### src/design/pcf_pkg.sv
`default_nettype none
package pcf_pkg;

    localparam int CFG_IDX_W  = 3;
    localparam int CFG_DATA_W = 10;

    localparam logic [CFG_IDX_W-1:0] CFG_ACK_ENABLED = 3'd0;
    localparam logic [CFG_IDX_W-1:0] CFG_MAX_RETRIES = 3'd1;
    localparam logic [CFG_IDX_W-1:0] CFG_ACK_TIMEOUT = 3'd2;
    localparam logic [CFG_IDX_W-1:0] CFG_RETRY_GAP   = 3'd3;
    localparam logic [CFG_IDX_W-1:0] CFG_MIN_VOLUME  = 3'd4;
    localparam logic [CFG_IDX_W-1:0] CFG_MAX_VOLUME  = 3'd5;

    localparam logic [1:0] OP_REQUEST = 2'd0;
    localparam logic [1:0] OP_RX_BYTE = 2'd1;
    localparam logic [1:0] OP_TICK    = 2'd2;

    localparam logic [2:0] CMD_PLAY        = 3'd0;
    localparam logic [2:0] CMD_STOP        = 3'd1;
    localparam logic [2:0] CMD_VOLUME      = 3'd2;
    localparam logic [2:0] CMD_LOOP_SINGLE = 3'd3;
    localparam logic [2:0] CMD_LOOP_OFF    = 3'd4;
    localparam logic [2:0] CMD_EQ          = 3'd5;
    localparam logic [2:0] CMD_SELECT_CARD = 3'd6;
    localparam logic [2:0] CMD_FAST_VOLUME = 3'd7;

    localparam logic [7:0] CODE_PLAY   = 8'h07;
    localparam logic [7:0] CODE_STOP   = 8'h04;
    localparam logic [7:0] CODE_VOLUME = 8'h13;
    localparam logic [7:0] CODE_LOOP   = 8'h18;
    localparam logic [7:0] CODE_EQ     = 8'h1A;
    localparam logic [7:0] CODE_CARD   = 8'h0B;

    localparam logic [7:0] ARG_ONE = 8'h01;
    localparam logic [7:0] ARG_TWO = 8'h02;
    localparam logic [15:0] EQ_MAX_CODE = 16'd4;

    localparam logic [7:0] FRAME_START = 8'hAA;
    localparam logic [7:0] ACK_FIRST   = 8'hAA;
    localparam logic [7:0] ACK_SECOND  = 8'hFF;
    localparam logic [7:0] VOLUME_NONE = 8'hFF;

    localparam logic [3:0] ATTEMPTS_MAX = 4'd15;

    localparam logic [2:0] ST_ACKED   = 3'd0;
    localparam logic [2:0] ST_FAILED  = 3'd1;
    localparam logic [2:0] ST_SENT    = 3'd2;
    localparam logic [2:0] ST_SKIPPED = 3'd3;
    localparam logic [2:0] ST_BUSY    = 3'd4;

    localparam logic KIND_TX     = 1'b0;
    localparam logic KIND_STATUS = 1'b1;

    typedef struct packed {
        logic       frame;
        logic [7:0] code;
        logic [1:0] length;
        logic [7:0] p0;
        logic [7:0] p1;
        logic [7:0] sum;
        logic       has_status;
        logic [2:0] status;
        logic [3:0] attempts;
    } job_t;

    typedef struct packed {
        logic valid;
        job_t job;
    } job_push_t;

    typedef struct packed {
        logic valid;
        logic full;
    } queue_state_t;

endpackage
`default_nettype wire

### src/design/pcf_chan_if.sv
`default_nettype none
interface pcf_cmd_if;
    logic        valid;
    logic        ready;
    logic [1:0]  opcode;
    logic [2:0]  command;
    logic [15:0] argument;
    logic [7:0]  rx_byte;

    modport source(output valid, output opcode, output command, output argument,
                   output rx_byte, input ready);
    modport sink(input valid, input opcode, input command, input argument,
                 input rx_byte, output ready);
endinterface

interface pcf_res_if;
    logic       valid;
    logic       ready;
    logic       result_kind;
    logic [7:0] tx_byte;
    logic       frame_last;
    logic [2:0] status;
    logic [3:0] attempts_used;

    modport source(output valid, output result_kind, output tx_byte, output frame_last,
                   output status, output attempts_used, input ready);
    modport sink(input valid, input result_kind, input tx_byte, input frame_last,
                 input status, input attempts_used, output ready);
endinterface
`default_nettype wire

### src/design/player_command_framer_with_ack_top.sv
// Command framer for a serial audio player. The front end classifies each accepted item,
// tracks the acknowledge wait, timeout and retry gap, and queues the work it causes; a
// new item is accepted every cycle while the job queue of QUEUE_DEPTH entries has room.
// The back end emits one result per cycle from the queue head through an output register
// while the receiver takes results, so a request yields between one result (status only)
// and seven results (a two-byte frame plus its status), and a receive byte or tick yields
// none unless it ends the wait or the retry gap.
`default_nettype none
module player_command_framer_with_ack_top #(
    parameter int QUEUE_DEPTH = 4
) (
    input  wire logic                           clk,
    input  wire logic                           rst_n,
    input  wire logic                           cfg_we,
    input  wire logic [pcf_pkg::CFG_IDX_W-1:0]  cfg_index,
    input  wire logic [pcf_pkg::CFG_DATA_W-1:0] cfg_wdata,
    pcf_cmd_if.sink                             cmd_in,
    pcf_res_if.source                           res_out
);

    pcf_pkg::job_push_t    push;
    pcf_pkg::queue_state_t queue_state;
    pcf_pkg::job_t         head;
    logic                  pop;

    pcf_front u_front (
        .clk         (clk),
        .rst_n       (rst_n),
        .cfg_we      (cfg_we),
        .cfg_index   (cfg_index),
        .cfg_wdata   (cfg_wdata),
        .cmd_in      (cmd_in),
        .queue_state (queue_state),
        .push        (push)
    );

    pcf_queue #(
        .DEPTH (QUEUE_DEPTH)
    ) u_queue (
        .clk   (clk),
        .rst_n (rst_n),
        .push  (push),
        .state (queue_state),
        .head  (head),
        .pop   (pop)
    );

    pcf_back u_back (
        .clk         (clk),
        .rst_n       (rst_n),
        .queue_state (queue_state),
        .head        (head),
        .pop         (pop),
        .res_out     (res_out)
    );

endmodule
`default_nettype wire

### src/design/pcf_front.sv
`default_nettype none
module pcf_front (
    input  wire logic                           clk,
    input  wire logic                           rst_n,
    input  wire logic                           cfg_we,
    input  wire logic [pcf_pkg::CFG_IDX_W-1:0]  cfg_index,
    input  wire logic [pcf_pkg::CFG_DATA_W-1:0] cfg_wdata,
    pcf_cmd_if.sink                             cmd_in,
    input  wire pcf_pkg::queue_state_t          queue_state,
    output pcf_pkg::job_push_t                  push
);

    typedef enum logic [1:0] {
        PH_IDLE,
        PH_WAIT,
        PH_GAP
    } phase_t;

    phase_t     phase_reg, phase_next;
    logic       ack_match_reg, ack_match_next;
    logic [3:0] attempt_count_reg, attempt_count_next;
    logic [9:0] wait_timer_reg, wait_timer_next;
    logic [7:0] held_code_reg, held_code_next;
    logic [7:0] held_p0_reg, held_p0_next;
    logic [7:0] held_p1_reg, held_p1_next;
    logic [1:0] held_length_reg, held_length_next;
    logic [7:0] last_volume_reg, last_volume_next;

    logic       ack_enabled_reg;
    logic [3:0] max_retries_reg;
    logic [9:0] ack_timeout_reg;
    logic [9:0] retry_gap_reg;
    logic [4:0] min_volume_reg;
    logic [4:0] max_volume_reg;

    logic       accept;
    logic [7:0] req_code;
    logic [1:0] req_length;
    logic [7:0] req_p0;
    logic [7:0] req_p1;
    logic [7:0] volume;
    logic       gap_fail;
    logic [3:0] attempt_inc;

    function automatic logic [7:0] clamp_volume(input logic [15:0] a, input logic [4:0] lo,
                                                input logic [4:0] hi);
        logic [7:0] v;
        if (a < {11'd0, lo})
        begin
            v = {3'd0, lo};
        end
        else if (a > {11'd0, hi})
        begin
            v = {3'd0, hi};
        end
        else
        begin
            v = a[7:0];
        end
        return v;
    endfunction

    function automatic pcf_pkg::job_t frame_job(input logic [7:0] code, input logic [1:0] len,
                                                input logic [7:0] p0, input logic [7:0] p1);
        pcf_pkg::job_t j;
        j = '0;
        j.frame  = 1'b1;
        j.code   = code;
        j.length = len;
        j.p0     = p0;
        j.p1     = p1;
        j.sum    = pcf_pkg::FRAME_START + code + {6'd0, len} + p0 + p1;
        return j;
    endfunction

    assign cmd_in.ready = !queue_state.full;
    assign accept       = cmd_in.valid && cmd_in.ready;
    assign volume       = clamp_volume(cmd_in.argument, min_volume_reg, max_volume_reg);
    assign gap_fail     = attempt_count_reg >= max_retries_reg;
    assign attempt_inc  = (attempt_count_reg < pcf_pkg::ATTEMPTS_MAX) ?
                          attempt_count_reg + 4'd1 : attempt_count_reg;

    always_comb
    begin
        req_code   = pcf_pkg::CODE_STOP;
        req_length = 2'd1;
        req_p0     = 8'd0;
        req_p1     = 8'd0;
        case (cmd_in.command)
            pcf_pkg::CMD_PLAY:
            begin
                req_code   = pcf_pkg::CODE_PLAY;
                req_length = 2'd2;
                if (cmd_in.argument == 16'd0)
                begin
                    req_p1 = 8'd1;
                end
                else
                begin
                    req_p0 = cmd_in.argument[15:8];
                    req_p1 = cmd_in.argument[7:0];
                end
            end
            pcf_pkg::CMD_STOP:
            begin
                req_code   = pcf_pkg::CODE_STOP;
                req_length = 2'd0;
            end
            pcf_pkg::CMD_VOLUME, pcf_pkg::CMD_FAST_VOLUME:
            begin
                req_code = pcf_pkg::CODE_VOLUME;
                req_p0   = volume;
            end
            pcf_pkg::CMD_LOOP_SINGLE:
            begin
                req_code = pcf_pkg::CODE_LOOP;
                req_p0   = pcf_pkg::ARG_ONE;
            end
            pcf_pkg::CMD_LOOP_OFF:
            begin
                req_code = pcf_pkg::CODE_LOOP;
                req_p0   = pcf_pkg::ARG_TWO;
            end
            pcf_pkg::CMD_EQ:
            begin
                req_code = pcf_pkg::CODE_EQ;
                req_p0   = (cmd_in.argument > pcf_pkg::EQ_MAX_CODE) ?
                           8'd0 : cmd_in.argument[7:0];
            end
            pcf_pkg::CMD_SELECT_CARD:
            begin
                req_code = pcf_pkg::CODE_CARD;
                req_p0   = pcf_pkg::ARG_ONE;
            end
            default:
            begin
                req_code = pcf_pkg::CODE_STOP;
            end
        endcase
    end

    always_comb
    begin
        phase_next         = phase_reg;
        ack_match_next     = ack_match_reg;
        attempt_count_next = attempt_count_reg;
        wait_timer_next    = wait_timer_reg;
        held_code_next     = held_code_reg;
        held_p0_next       = held_p0_reg;
        held_p1_next       = held_p1_reg;
        held_length_next   = held_length_reg;
        last_volume_next   = last_volume_reg;
        push               = '0;

        if (accept)
        begin
            case (cmd_in.opcode)
                pcf_pkg::OP_REQUEST:
                begin
                    if (phase_reg != PH_IDLE)
                    begin
                        push.valid           = 1'b1;
                        push.job.has_status  = 1'b1;
                        push.job.status      = pcf_pkg::ST_BUSY;
                    end
                    else if (cmd_in.command == pcf_pkg::CMD_FAST_VOLUME &&
                             volume == last_volume_reg)
                    begin
                        held_p0_next         = 8'd0;
                        held_p1_next         = 8'd0;
                        push.valid           = 1'b1;
                        push.job.has_status  = 1'b1;
                        push.job.status      = pcf_pkg::ST_SKIPPED;
                    end
                    else
                    begin
                        held_code_next   = req_code;
                        held_length_next = req_length;
                        held_p0_next     = req_p0;
                        held_p1_next     = req_p1;
                        if (cmd_in.command == pcf_pkg::CMD_VOLUME ||
                            cmd_in.command == pcf_pkg::CMD_FAST_VOLUME)
                        begin
                            last_volume_next = volume;
                        end
                        if (cmd_in.command == pcf_pkg::CMD_FAST_VOLUME || !ack_enabled_reg)
                        begin
                            push.valid          = 1'b1;
                            push.job            = frame_job(req_code, req_length, req_p0, req_p1);
                            push.job.has_status = 1'b1;
                            push.job.status     = pcf_pkg::ST_SENT;
                            push.job.attempts   = 4'd1;
                        end
                        else if (max_retries_reg == 4'd0)
                        begin
                            attempt_count_next  = 4'd0;
                            push.valid          = 1'b1;
                            push.job.has_status = 1'b1;
                            push.job.status     = pcf_pkg::ST_FAILED;
                        end
                        else
                        begin
                            attempt_count_next = 4'd1;
                            ack_match_next     = 1'b0;
                            wait_timer_next    = ack_timeout_reg;
                            phase_next         = PH_WAIT;
                            push.valid         = 1'b1;
                            push.job           = frame_job(req_code, req_length, req_p0, req_p1);
                        end
                    end
                end
                pcf_pkg::OP_RX_BYTE:
                begin
                    if (phase_reg == PH_WAIT)
                    begin
                        if (ack_match_reg && cmd_in.rx_byte == pcf_pkg::ACK_SECOND)
                        begin
                            phase_next          = PH_IDLE;
                            ack_match_next      = 1'b0;
                            wait_timer_next     = 10'd0;
                            push.valid          = 1'b1;
                            push.job.has_status = 1'b1;
                            push.job.status     = pcf_pkg::ST_ACKED;
                            push.job.attempts   = attempt_count_reg;
                        end
                        else
                        begin
                            ack_match_next = (cmd_in.rx_byte == pcf_pkg::ACK_FIRST);
                        end
                    end
                end
                pcf_pkg::OP_TICK:
                begin
                    if (phase_reg != PH_IDLE)
                    begin
                        if (wait_timer_reg > 10'd1)
                        begin
                            wait_timer_next = wait_timer_reg - 10'd1;
                        end
                        else if (phase_reg == PH_WAIT && retry_gap_reg != 10'd0)
                        begin
                            ack_match_next  = 1'b0;
                            phase_next      = PH_GAP;
                            wait_timer_next = retry_gap_reg;
                        end
                        else if (gap_fail)
                        begin
                            ack_match_next      = 1'b0;
                            phase_next          = PH_IDLE;
                            wait_timer_next     = 10'd0;
                            push.valid          = 1'b1;
                            push.job.has_status = 1'b1;
                            push.job.status     = pcf_pkg::ST_FAILED;
                            push.job.attempts   = attempt_count_reg;
                        end
                        else
                        begin
                            attempt_count_next = attempt_inc;
                            ack_match_next     = 1'b0;
                            wait_timer_next    = ack_timeout_reg;
                            phase_next         = PH_WAIT;
                            push.valid         = 1'b1;
                            push.job           = frame_job(held_code_reg, held_length_reg,
                                                           held_p0_reg, held_p1_reg);
                        end
                    end
                end
                default:
                begin
                    phase_next = phase_reg;
                end
            endcase
        end
    end

    always_ff @(posedge clk or negedge rst_n)
    begin
        if (!rst_n)
        begin
            phase_reg         <= PH_IDLE;
            ack_match_reg     <= 1'b0;
            attempt_count_reg <= 4'd0;
            wait_timer_reg    <= 10'd0;
            held_code_reg     <= 8'd0;
            held_p0_reg       <= 8'd0;
            held_p1_reg       <= 8'd0;
            held_length_reg   <= 2'd0;
            last_volume_reg   <= pcf_pkg::VOLUME_NONE;
            ack_enabled_reg   <= 1'b1;
            max_retries_reg   <= 4'd3;
            ack_timeout_reg   <= 10'd150;
            retry_gap_reg     <= 10'd20;
            min_volume_reg    <= 5'd0;
            max_volume_reg    <= 5'd30;
        end
        else
        begin
            phase_reg         <= phase_next;
            ack_match_reg     <= ack_match_next;
            attempt_count_reg <= attempt_count_next;
            wait_timer_reg    <= wait_timer_next;
            held_code_reg     <= held_code_next;
            held_p0_reg       <= held_p0_next;
            held_p1_reg       <= held_p1_next;
            held_length_reg   <= held_length_next;
            last_volume_reg   <= last_volume_next;
            if (cfg_we)
            begin
                case (cfg_index)
                    pcf_pkg::CFG_ACK_ENABLED: ack_enabled_reg <= cfg_wdata[0];
                    pcf_pkg::CFG_MAX_RETRIES: max_retries_reg <= cfg_wdata[3:0];
                    pcf_pkg::CFG_ACK_TIMEOUT: ack_timeout_reg <= cfg_wdata[9:0];
                    pcf_pkg::CFG_RETRY_GAP:   retry_gap_reg   <= cfg_wdata[9:0];
                    pcf_pkg::CFG_MIN_VOLUME:  min_volume_reg  <= cfg_wdata[4:0];
                    pcf_pkg::CFG_MAX_VOLUME:  max_volume_reg  <= cfg_wdata[4:0];
                    default:                  ack_enabled_reg <= ack_enabled_reg;
                endcase
            end
        end
    end

endmodule
`default_nettype wire

### src/design/pcf_queue.sv
`default_nettype none
module pcf_queue #(
    parameter int DEPTH = 4
) (
    input  wire logic                  clk,
    input  wire logic                  rst_n,
    input  wire pcf_pkg::job_push_t    push,
    output pcf_pkg::queue_state_t      state,
    output pcf_pkg::job_t              head,
    input  wire logic                  pop
);

    localparam int AW = (DEPTH > 1) ? $clog2(DEPTH) : 1;
    localparam int CW = $clog2(DEPTH + 1);
    localparam logic [AW-1:0] LAST_PTR = AW'(DEPTH - 1);
    localparam logic [CW-1:0] FULL_CNT = CW'(DEPTH);

    pcf_pkg::job_t mem_reg [DEPTH];
    logic [AW-1:0] wr_ptr_reg, wr_ptr_next;
    logic [AW-1:0] rd_ptr_reg, rd_ptr_next;
    logic [CW-1:0] count_reg, count_next;
    logic          do_push;
    logic          do_pop;

    assign state.valid = count_reg != '0;
    assign state.full  = count_reg == FULL_CNT;
    assign head        = mem_reg[rd_ptr_reg];
    assign do_push     = push.valid && !state.full;
    assign do_pop      = pop && state.valid;

    always_comb
    begin
        wr_ptr_next = wr_ptr_reg;
        rd_ptr_next = rd_ptr_reg;
        count_next  = count_reg;
        if (do_push)
        begin
            wr_ptr_next = (wr_ptr_reg == LAST_PTR) ? '0 : wr_ptr_reg + AW'(1);
        end
        if (do_pop)
        begin
            rd_ptr_next = (rd_ptr_reg == LAST_PTR) ? '0 : rd_ptr_reg + AW'(1);
        end
        if (do_push && !do_pop)
        begin
            count_next = count_reg + CW'(1);
        end
        else if (do_pop && !do_push)
        begin
            count_next = count_reg - CW'(1);
        end
    end

    always_ff @(posedge clk)
    begin
        if (do_push)
        begin
            mem_reg[wr_ptr_reg] <= push.job;
        end
    end

    always_ff @(posedge clk or negedge rst_n)
    begin
        if (!rst_n)
        begin
            wr_ptr_reg <= '0;
            rd_ptr_reg <= '0;
            count_reg  <= '0;
        end
        else
        begin
            wr_ptr_reg <= wr_ptr_next;
            rd_ptr_reg <= rd_ptr_next;
            count_reg  <= count_next;
        end
    end

endmodule
`default_nettype wire

### src/design/pcf_back.sv
`default_nettype none
module pcf_back (
    input  wire logic                  clk,
    input  wire logic                  rst_n,
    input  wire pcf_pkg::queue_state_t queue_state,
    input  wire pcf_pkg::job_t         head,
    output logic                       pop,
    pcf_res_if.source                  res_out
);

    typedef enum logic [2:0] {
        STEP_HDR,
        STEP_CODE,
        STEP_LEN,
        STEP_P0,
        STEP_P1,
        STEP_SUM,
        STEP_STAT
    } step_t;

    step_t      step_reg, step_next, step_cur;
    logic       out_valid_reg;
    logic       kind_reg, kind_next;
    logic [7:0] tx_reg, tx_next;
    logic       last_reg, last_next;
    logic [2:0] status_reg, status_next;
    logic [3:0] attempts_reg, attempts_next;
    logic       fire;

    assign fire     = queue_state.valid && (!out_valid_reg || res_out.ready);
    assign step_cur = (!head.frame && step_reg == STEP_HDR) ? STEP_STAT : step_reg;

    always_comb
    begin
        step_next     = step_reg;
        pop           = 1'b0;
        kind_next     = pcf_pkg::KIND_TX;
        tx_next       = 8'd0;
        last_next     = 1'b0;
        status_next   = pcf_pkg::ST_ACKED;
        attempts_next = 4'd0;
        case (step_cur)
            STEP_HDR:
            begin
                tx_next   = pcf_pkg::FRAME_START;
                step_next = STEP_CODE;
            end
            STEP_CODE:
            begin
                tx_next   = head.code;
                step_next = STEP_LEN;
            end
            STEP_LEN:
            begin
                tx_next   = {6'd0, head.length};
                step_next = (head.length == 2'd0) ? STEP_SUM : STEP_P0;
            end
            STEP_P0:
            begin
                tx_next   = head.p0;
                step_next = (head.length == 2'd1) ? STEP_SUM : STEP_P1;
            end
            STEP_P1:
            begin
                tx_next   = head.p1;
                step_next = STEP_SUM;
            end
            STEP_SUM:
            begin
                tx_next   = head.sum;
                last_next = 1'b1;
                if (head.has_status)
                begin
                    step_next = STEP_STAT;
                end
                else
                begin
                    step_next = STEP_HDR;
                    pop       = fire;
                end
            end
            STEP_STAT:
            begin
                kind_next     = pcf_pkg::KIND_STATUS;
                status_next   = head.status;
                attempts_next = head.attempts;
                step_next     = STEP_HDR;
                pop           = fire;
            end
            default:
            begin
                step_next = STEP_HDR;
            end
        endcase
    end

    always_ff @(posedge clk or negedge rst_n)
    begin
        if (!rst_n)
        begin
            step_reg      <= STEP_HDR;
            out_valid_reg <= 1'b0;
            kind_reg      <= 1'b0;
            tx_reg        <= 8'd0;
            last_reg      <= 1'b0;
            status_reg    <= 3'd0;
            attempts_reg  <= 4'd0;
        end
        else if (fire)
        begin
            step_reg      <= step_next;
            out_valid_reg <= 1'b1;
            kind_reg      <= kind_next;
            tx_reg        <= tx_next;
            last_reg      <= last_next;
            status_reg    <= status_next;
            attempts_reg  <= attempts_next;
        end
        else if (res_out.ready)
        begin
            out_valid_reg <= 1'b0;
        end
    end

    assign res_out.valid         = out_valid_reg;
    assign res_out.result_kind   = kind_reg;
    assign res_out.tx_byte       = tx_reg;
    assign res_out.frame_last    = last_reg;
    assign res_out.status        = status_reg;
    assign res_out.attempts_used = attempts_reg;

endmodule
`default_nettype wire

### src/flat_wrapper.sv
// flat-port wrapper written by rule: the top's interface ports become plain ports
module player_command_framer_with_ack_top_flat 
#(
    parameter int QUEUE_DEPTH = 4
)
  (clk, rst_n, cfg_we, cfg_index, cfg_wdata, cmd_in_valid, cmd_in_opcode, cmd_in_command, cmd_in_argument, cmd_in_rx_byte, cmd_in_ready, res_out_valid, res_out_result_kind, res_out_tx_byte, res_out_frame_last, res_out_status, res_out_attempts_used, res_out_ready);
  pcf_cmd_if cmd_in_i ();
  pcf_res_if res_out_i ();
  input  wire logic clk;
  input  wire logic rst_n;
  input  wire logic cfg_we;
  input  wire logic [pcf_pkg::CFG_IDX_W-1:0] cfg_index;
  input  wire logic [pcf_pkg::CFG_DATA_W-1:0] cfg_wdata;
  input wire logic [$bits(cmd_in_i.valid)-1:0] cmd_in_valid;
  input wire logic [$bits(cmd_in_i.opcode)-1:0] cmd_in_opcode;
  input wire logic [$bits(cmd_in_i.command)-1:0] cmd_in_command;
  input wire logic [$bits(cmd_in_i.argument)-1:0] cmd_in_argument;
  input wire logic [$bits(cmd_in_i.rx_byte)-1:0] cmd_in_rx_byte;
  output wire logic [$bits(cmd_in_i.ready)-1:0] cmd_in_ready;
  output wire logic [$bits(res_out_i.valid)-1:0] res_out_valid;
  output wire logic [$bits(res_out_i.result_kind)-1:0] res_out_result_kind;
  output wire logic [$bits(res_out_i.tx_byte)-1:0] res_out_tx_byte;
  output wire logic [$bits(res_out_i.frame_last)-1:0] res_out_frame_last;
  output wire logic [$bits(res_out_i.status)-1:0] res_out_status;
  output wire logic [$bits(res_out_i.attempts_used)-1:0] res_out_attempts_used;
  input wire logic [$bits(res_out_i.ready)-1:0] res_out_ready;
  assign cmd_in_i.valid = cmd_in_valid;
  assign cmd_in_i.opcode = cmd_in_opcode;
  assign cmd_in_i.command = cmd_in_command;
  assign cmd_in_i.argument = cmd_in_argument;
  assign cmd_in_i.rx_byte = cmd_in_rx_byte;
  assign cmd_in_ready = cmd_in_i.ready;
  assign res_out_valid = res_out_i.valid;
  assign res_out_result_kind = res_out_i.result_kind;
  assign res_out_tx_byte = res_out_i.tx_byte;
  assign res_out_frame_last = res_out_i.frame_last;
  assign res_out_status = res_out_i.status;
  assign res_out_attempts_used = res_out_i.attempts_used;
  assign res_out_i.ready = res_out_ready;
  player_command_framer_with_ack_top #(.QUEUE_DEPTH(QUEUE_DEPTH)) u_core (.clk(clk), .rst_n(rst_n), .cfg_we(cfg_we), .cfg_index(cfg_index), .cfg_wdata(cfg_wdata), .cmd_in(cmd_in_i), .res_out(res_out_i));
endmodule
### config.mk
export PLATFORM = sky130hd
export DESIGN_NAME = player_command_framer_with_ack_top_flat
export DESIGN_NICKNAME = d
export VERILOG_FILES = /design/src/design/pcf_pkg.sv /design/src/design/pcf_chan_if.sv /design/src/design/player_command_framer_with_ack_top.sv /design/src/design/pcf_front.sv /design/src/design/pcf_queue.sv /design/src/design/pcf_back.sv /design/src/flat_wrapper.sv
export SDC_FILE = /design/constraint.sdc
export NUM_CORES = 1
export LEC_CHECK = 0
export ABC_CLOCK_PERIOD_IN_PS = 9670
export BUFFER_PORTS_ARGS = -buffer_cell sky130_fd_sc_hd__buf_2
export CAP_MARGIN = 10
export CORE_MARGIN = 2
export CORE_UTILIZATION = 60
export DETAILED_ROUTE_END_ITERATION = 8
export PLACE_DENSITY = 0.87
export SYNTH_ARGS = -nofsm -noshare
export SYNTH_HDL_FRONTEND = slang
export SYNTH_HIERARCHICAL = 1
export SYNTH_SLANG_ARGS = --single-unit
### constraint.sdc
create_clock -name clk -period 9.67 [get_ports clk]
set_input_delay 0.967 -clock clk [delete_from_list [all_inputs] [get_ports clk]]
set_output_delay 0.967 -clock clk [all_outputs]
set_load 0.1 [all_outputs]
# Word level (Yosys, flattened, before mapping)
# Memories as Yosys holds them, arrays and structs flattened.
# Cells that the tools add are included.
[word_totals] mem_bits_rw=172 regBits=114 memories=1
[memory_table] name="u_core.u_queue.mem_reg" depth=4 width=43 read_ports=1 rd_ports_with_merged_regs=0 write_ports=1 line="pcf_queue.sv:18" source="pcf_pkg::job_t mem_reg [DEPTH];"
[classes] magnitude_cmp=6 n_mux=95 eq_ne=39 n_reduce_logical=50 bitwise=2 add_sub_neg=14
[ops] operator="2-to-1 mux 44 bit" count=4
[ops] operator="2-to-1 mux 35 bit" count=4
[ops] operator="2-to-1 mux 10 bit" count=10
[ops] operator="one-hot mux 8 bit (6 select lines)" count=2
[ops] operator="2-to-1 mux 8 bit" count=11
[ops] operator="one-hot mux 35 bit (2 select lines)" count=1
[ops] operator="2-to-1 mux 4 bit" count=14
[ops] operator="2-to-1 mux 43 bit" count=1
[ops] operator="one-hot mux 8 bit (5 select lines)" count=1
[ops] operator="adder 8 bit" count=4
[ops] operator="equality test 3 bit (second input constant)" count=10
[ops] operator="one-hot mux 10 bit (3 select lines)" count=1
[ops] operator="one-hot mux 8 bit (3 select lines)" count=1
[ops] operator="2-to-1 mux 2 bit" count=11
[ops] operator="inequality test 2 bit (second input constant)" count=11
[ops] operator="2-to-1 mux 1 bit" count=21
[ops] operator="AND reduction 10 bit" count=2
[ops] operator="equality test 3 x 2 -> 1 bit (second input constant)" count=6
[ops] operator="2-to-1 mux 3 bit" count=6
[ops] operator="one-hot mux 3 bit (6 select lines)" count=1
[ops] operator="AND reduction 9 bit" count=2
[ops] operator="adder 8 x 2 -> 8 bit" count=2
[ops] operator="adder 8 bit (first input constant)" count=2
[ops] operator="equality test 8 bit (second input constant)" count=2
[ops] operator="36 further kinds" count=76

# Longest topological paths before layout
[depth] word_depth=18 depth_mapped=22

# Cells and area by module
# Netlist, hierarchy kept.
[modules_own_cells] module="pcf_queue" cells_each=262 area_per_inst_um2=6720.2 n_inst=1
[modules_own_cells] module="pcf_front" cells_each=709 area_per_inst_um2=6332.3 n_inst=1
[modules_own_cells] module="pcf_back" cells_each=139 area_per_inst_um2=1252.5 n_inst=1

# Worst setup path before layout
# No wires, ideal clock.
[synth_timing] path_type="input port to flip-flop" start="input port cmd_in_argument[2]" end="memory u_core/u_queue/mem_reg[0][14] (netlist name), data pin" required_time_ns=9.384 cell_stages=18 n_path_buf=0 t_arrival_ns=4.734 setup_slack_ns=4.649 cell_sequence="ha_1 > o21ai_0 > a21oi_1 > o31ai_1 > nand3_1 > a31oi_1 > mux2i_1 > o21ai_0 > fa_1 > ha_1 > ha_1 > nor2b_1 > o21ai_0 > nand2b_1 > a21o_1 > a21oi_1 > xor2_1 > o22ai_1"
[synth_rtl] element="start, declared" line="flat_wrapper.sv:17" source="input wire logic [$bits(cmd_in_i.argument)-1:0] cmd_in_argument;"
[synth_rtl] element="end, declared" line="pcf_queue.sv:18"

==> flow_summary.yaml <==
yosys:
  yosys.area.top_type: "edfxtp_1"
  synthArstFlopShare_pct: 39.2
  ys_warn_count: 6
  synthTopCellsByArea: "edfxtp_1 (36%), dfrtp_1 (16%), mux4_2 (6.0%)"
  synth_common_cells: "edfxtp_1 (172), nand2_1 (115), dfrtp_1 (90)"
  synth_top_cell_area_share_pct: 36.1
  synth_area_mm2: 0.0143
  synth_ff_type: "edfxtp_1"
  ys_seq_area_share_pct: 55.7
  synth_cell_types: 78
  synth_edf_count: 172
  syn_avg_cell_area_um2: 12.9
  ys_seq_elements: 283
  netlist_instances: 1110
  synth_most_common_cell: "edfxtp_1"
clock_network:
  clock_latency_ns: 0.54
  clockBufferDepth: 3
  cts_resized: 0
  cts_inserted_buffers: 29
  ctsHoldBuffers: 0
  post_cts.repair.setup_buffers: 0
  clock_sinks: 283
  h-tree-depth: 1
  root_buffer: "clkbuf_16"
  path_clk_slew_ns: 0.06
  cts_tree: "done"
min_path:
  hold_path_class: "primary input to asynchronous set/reset pin"
worst_setup_path:
  critPathMaxFanout: 5
  cp-end-kind: "register"
  arrival_ns: 5.54
  ff2ff_setup_slack_ns: 4.43
  cp-start-kind: "register"
  crit_required_ns: 9.97
  path_class: "register to register"
finish:
  fin_nets: 1285
  area_delta_synth_final_pct: 9.74
  multi_input_area_mm2: 0.00574
  fillers: 1611
  largest_reg_flops: 172
  diodes: 0
  drive_above_1_share_pct: 20.0
  regArea_mm2: 0.00797
route:
  drt_iter0_markers: 797
  drtPass1Iterations: 5
  vias: 9239
  drc: 0
  postRouteAntennaNets: 0
  routed_wl_um: 31100
  viasPerCell: 6.12
  drt-wirelength-per-cell_um: 20.6
grt:
  grt_pass1_vias: 9076
  antenna_found_initial: 0
  grt_max_degree: 64
  grt-ovfl-total: 0
  grt_first_pass_wirelength_um: 48600
  track_usage_pct: 25.3
place:
  hpwl_um: 20700
  io_buffer_count: 65
  place_congestion: 0.880
pwr:
  cellLeakagePower_nw: 6.32
  peakVddDrop_mv: 0.181
  power_density_mw_per_mm2: 284
  design_power_total_mw: 4.46
floorplan:
  die_h_um: 158
  initial_core_util_pct: 60.9
  core_mm2: 0.0235
  dieArea_mm2: 0.0251
  io_pins: 66
  die_w_um: 158
  rows: 56
timing:
  rsz0062_at_grt: "false"
  setup_viol: 0
  hold_viol: 0
  fmax_ghz: 0.191
  period_share_pct: 54.2
  min_period_ns: 5.24
  tns_ns: 0
  fin_worst_skew_ns: 0.0137
  tightest_slew_ns: 1.21
  slew_headroom_pct: 19.6
  report.final.slew_viol_count: 0
outcome:
  outcome: "complete, no violations"
run:
  maxCapViolCount: 0
[cell usage in the layout, fill, tap and decap left out, types with 11 or more instances in the layout]
cell type,instances
edfxtp_1,172
nand3_1,27
fa_1,15
o22ai_1,27
nand2_1,115
nand2b_1,11
inv_1,78
buf_2,64
xnor2_1,20
nor2b_1,11
a21o_1,11
mux4_2,38
mux2i_1,17
xor2_1,15
nor2_1,40
a21oi_1,22
nor3_1,12
a22oi_1,12
o21ai_0,74
ha_1,55
clkbuf_16,30
mux2_2,35
dfstp_2,21
dfrtp_1,88
buf_4,12
[worst max-delay path, cell delays in order (launching register included)]
cell and delay, ns:
dfstp_2 0.56, inv_1 0.06, ha_1 0.28, o21ai_0 0.16, a21oi_1 0.07, o31ai_1 0.48, nand3_1 0.13, a31oi_1 0.35
nand2b_1 0.16, a221o_1 0.22, fa_1 0.45, fa_1 0.41, ha_1 0.31, a21o_1 0.16, a21o_1 0.20, a21o_1 0.18
a21oi_1 0.23, o21ai_0 0.15, xnor2_1 0.14, o22ai_1 0.29
[per-layer routing]
layer / wire length [µm] / part of all wire (%) / global-route usage, % / up-vias
li1: - / - / - / 4210
met1: 12800 / 41 / 35.4 / 4568
met2: 15100 / 48 / 41.8 / 400
met3: 2450 / 7.9 / 3.86 / 61
met4: 760 / 2.4 / 7.08 / 0
met5: 0 / 0 / 0 / -
[power by group]
part	internal, mW	total, mW	switching (mW)
combinational	0.700	1.76	1.06
clock	0.594	1.04	0.450
sequential	1.48	1.65	0.173
[area by class of cell]
| class | count | share of cell area, % |
|---|---|---|
| clock buffer | 40 | 5.02 |
| clock inverter | 13 | 0.590 |
| inverter | 78 | 1.87 |
| multi-input combinational | 700 | 36.6 |
| sequential | 283 | 50.8 |
| tap | 319 | 2.54 |
| timing repair buffer | 76 | 2.61 |
[path summary, 6_finish.rpt]
path	startpoint	endpoint	cells past startpoint
worst min-delay path	rst_n	u_core/u_back/res_out.tx_byte[5]	1
min in group clk	u_core/u_back/res_out.status[0]	u_core/u_back/res_out.status[0]	2
worst min register to register	u_core/u_back/res_out.status[0]	u_core/u_back/res_out.status[0]	2
max in group asynchronous	rst_n	u_core/u_front/wait_timer_reg[5]	2
worst max-delay path	u_core/u_front/max_volume_reg[2]	u_core/u_queue/mem_reg[3][15]	19
worst max register to register	u_core/u_front/max_volume_reg[2]	u_core/u_queue/mem_reg[3][15]	19
[stage by stage]
stage | std cells | worst slack (ns) | utilization (%) | area, µm² | hold WS (ns)
2_1_floorplan | 1112 | 4.65 | - | 14300 | 0.449
3_3_place_gp | 1456 | 4.07 | 63.1 | 14800 | 0.445
3_5_place_dp | 1456 | 3.93 | 63.1 | 14800 | 0.450
4_1_cts | 1509 | 4.46 | 66.9 | 15700 | 0.459
5_1_grt | 1509 | 4.08 | 66.9 | 15700 | 0.486
6_report | 1509 | 4.43 | 66.9 | 15700 | 0.436
[logic make-up after synthesis]
kind of cell / share of synthesized area (%)
buf+inv: 4.32
fa+ha+maj: 6.91
flops: 55.7
xor+xnor: 2.14
other cells: 0.0262
compound gates: 9.54
simple gates: 9.95
mux: 11.4
No activity file was read; power rests on OpenSTA's default activity.
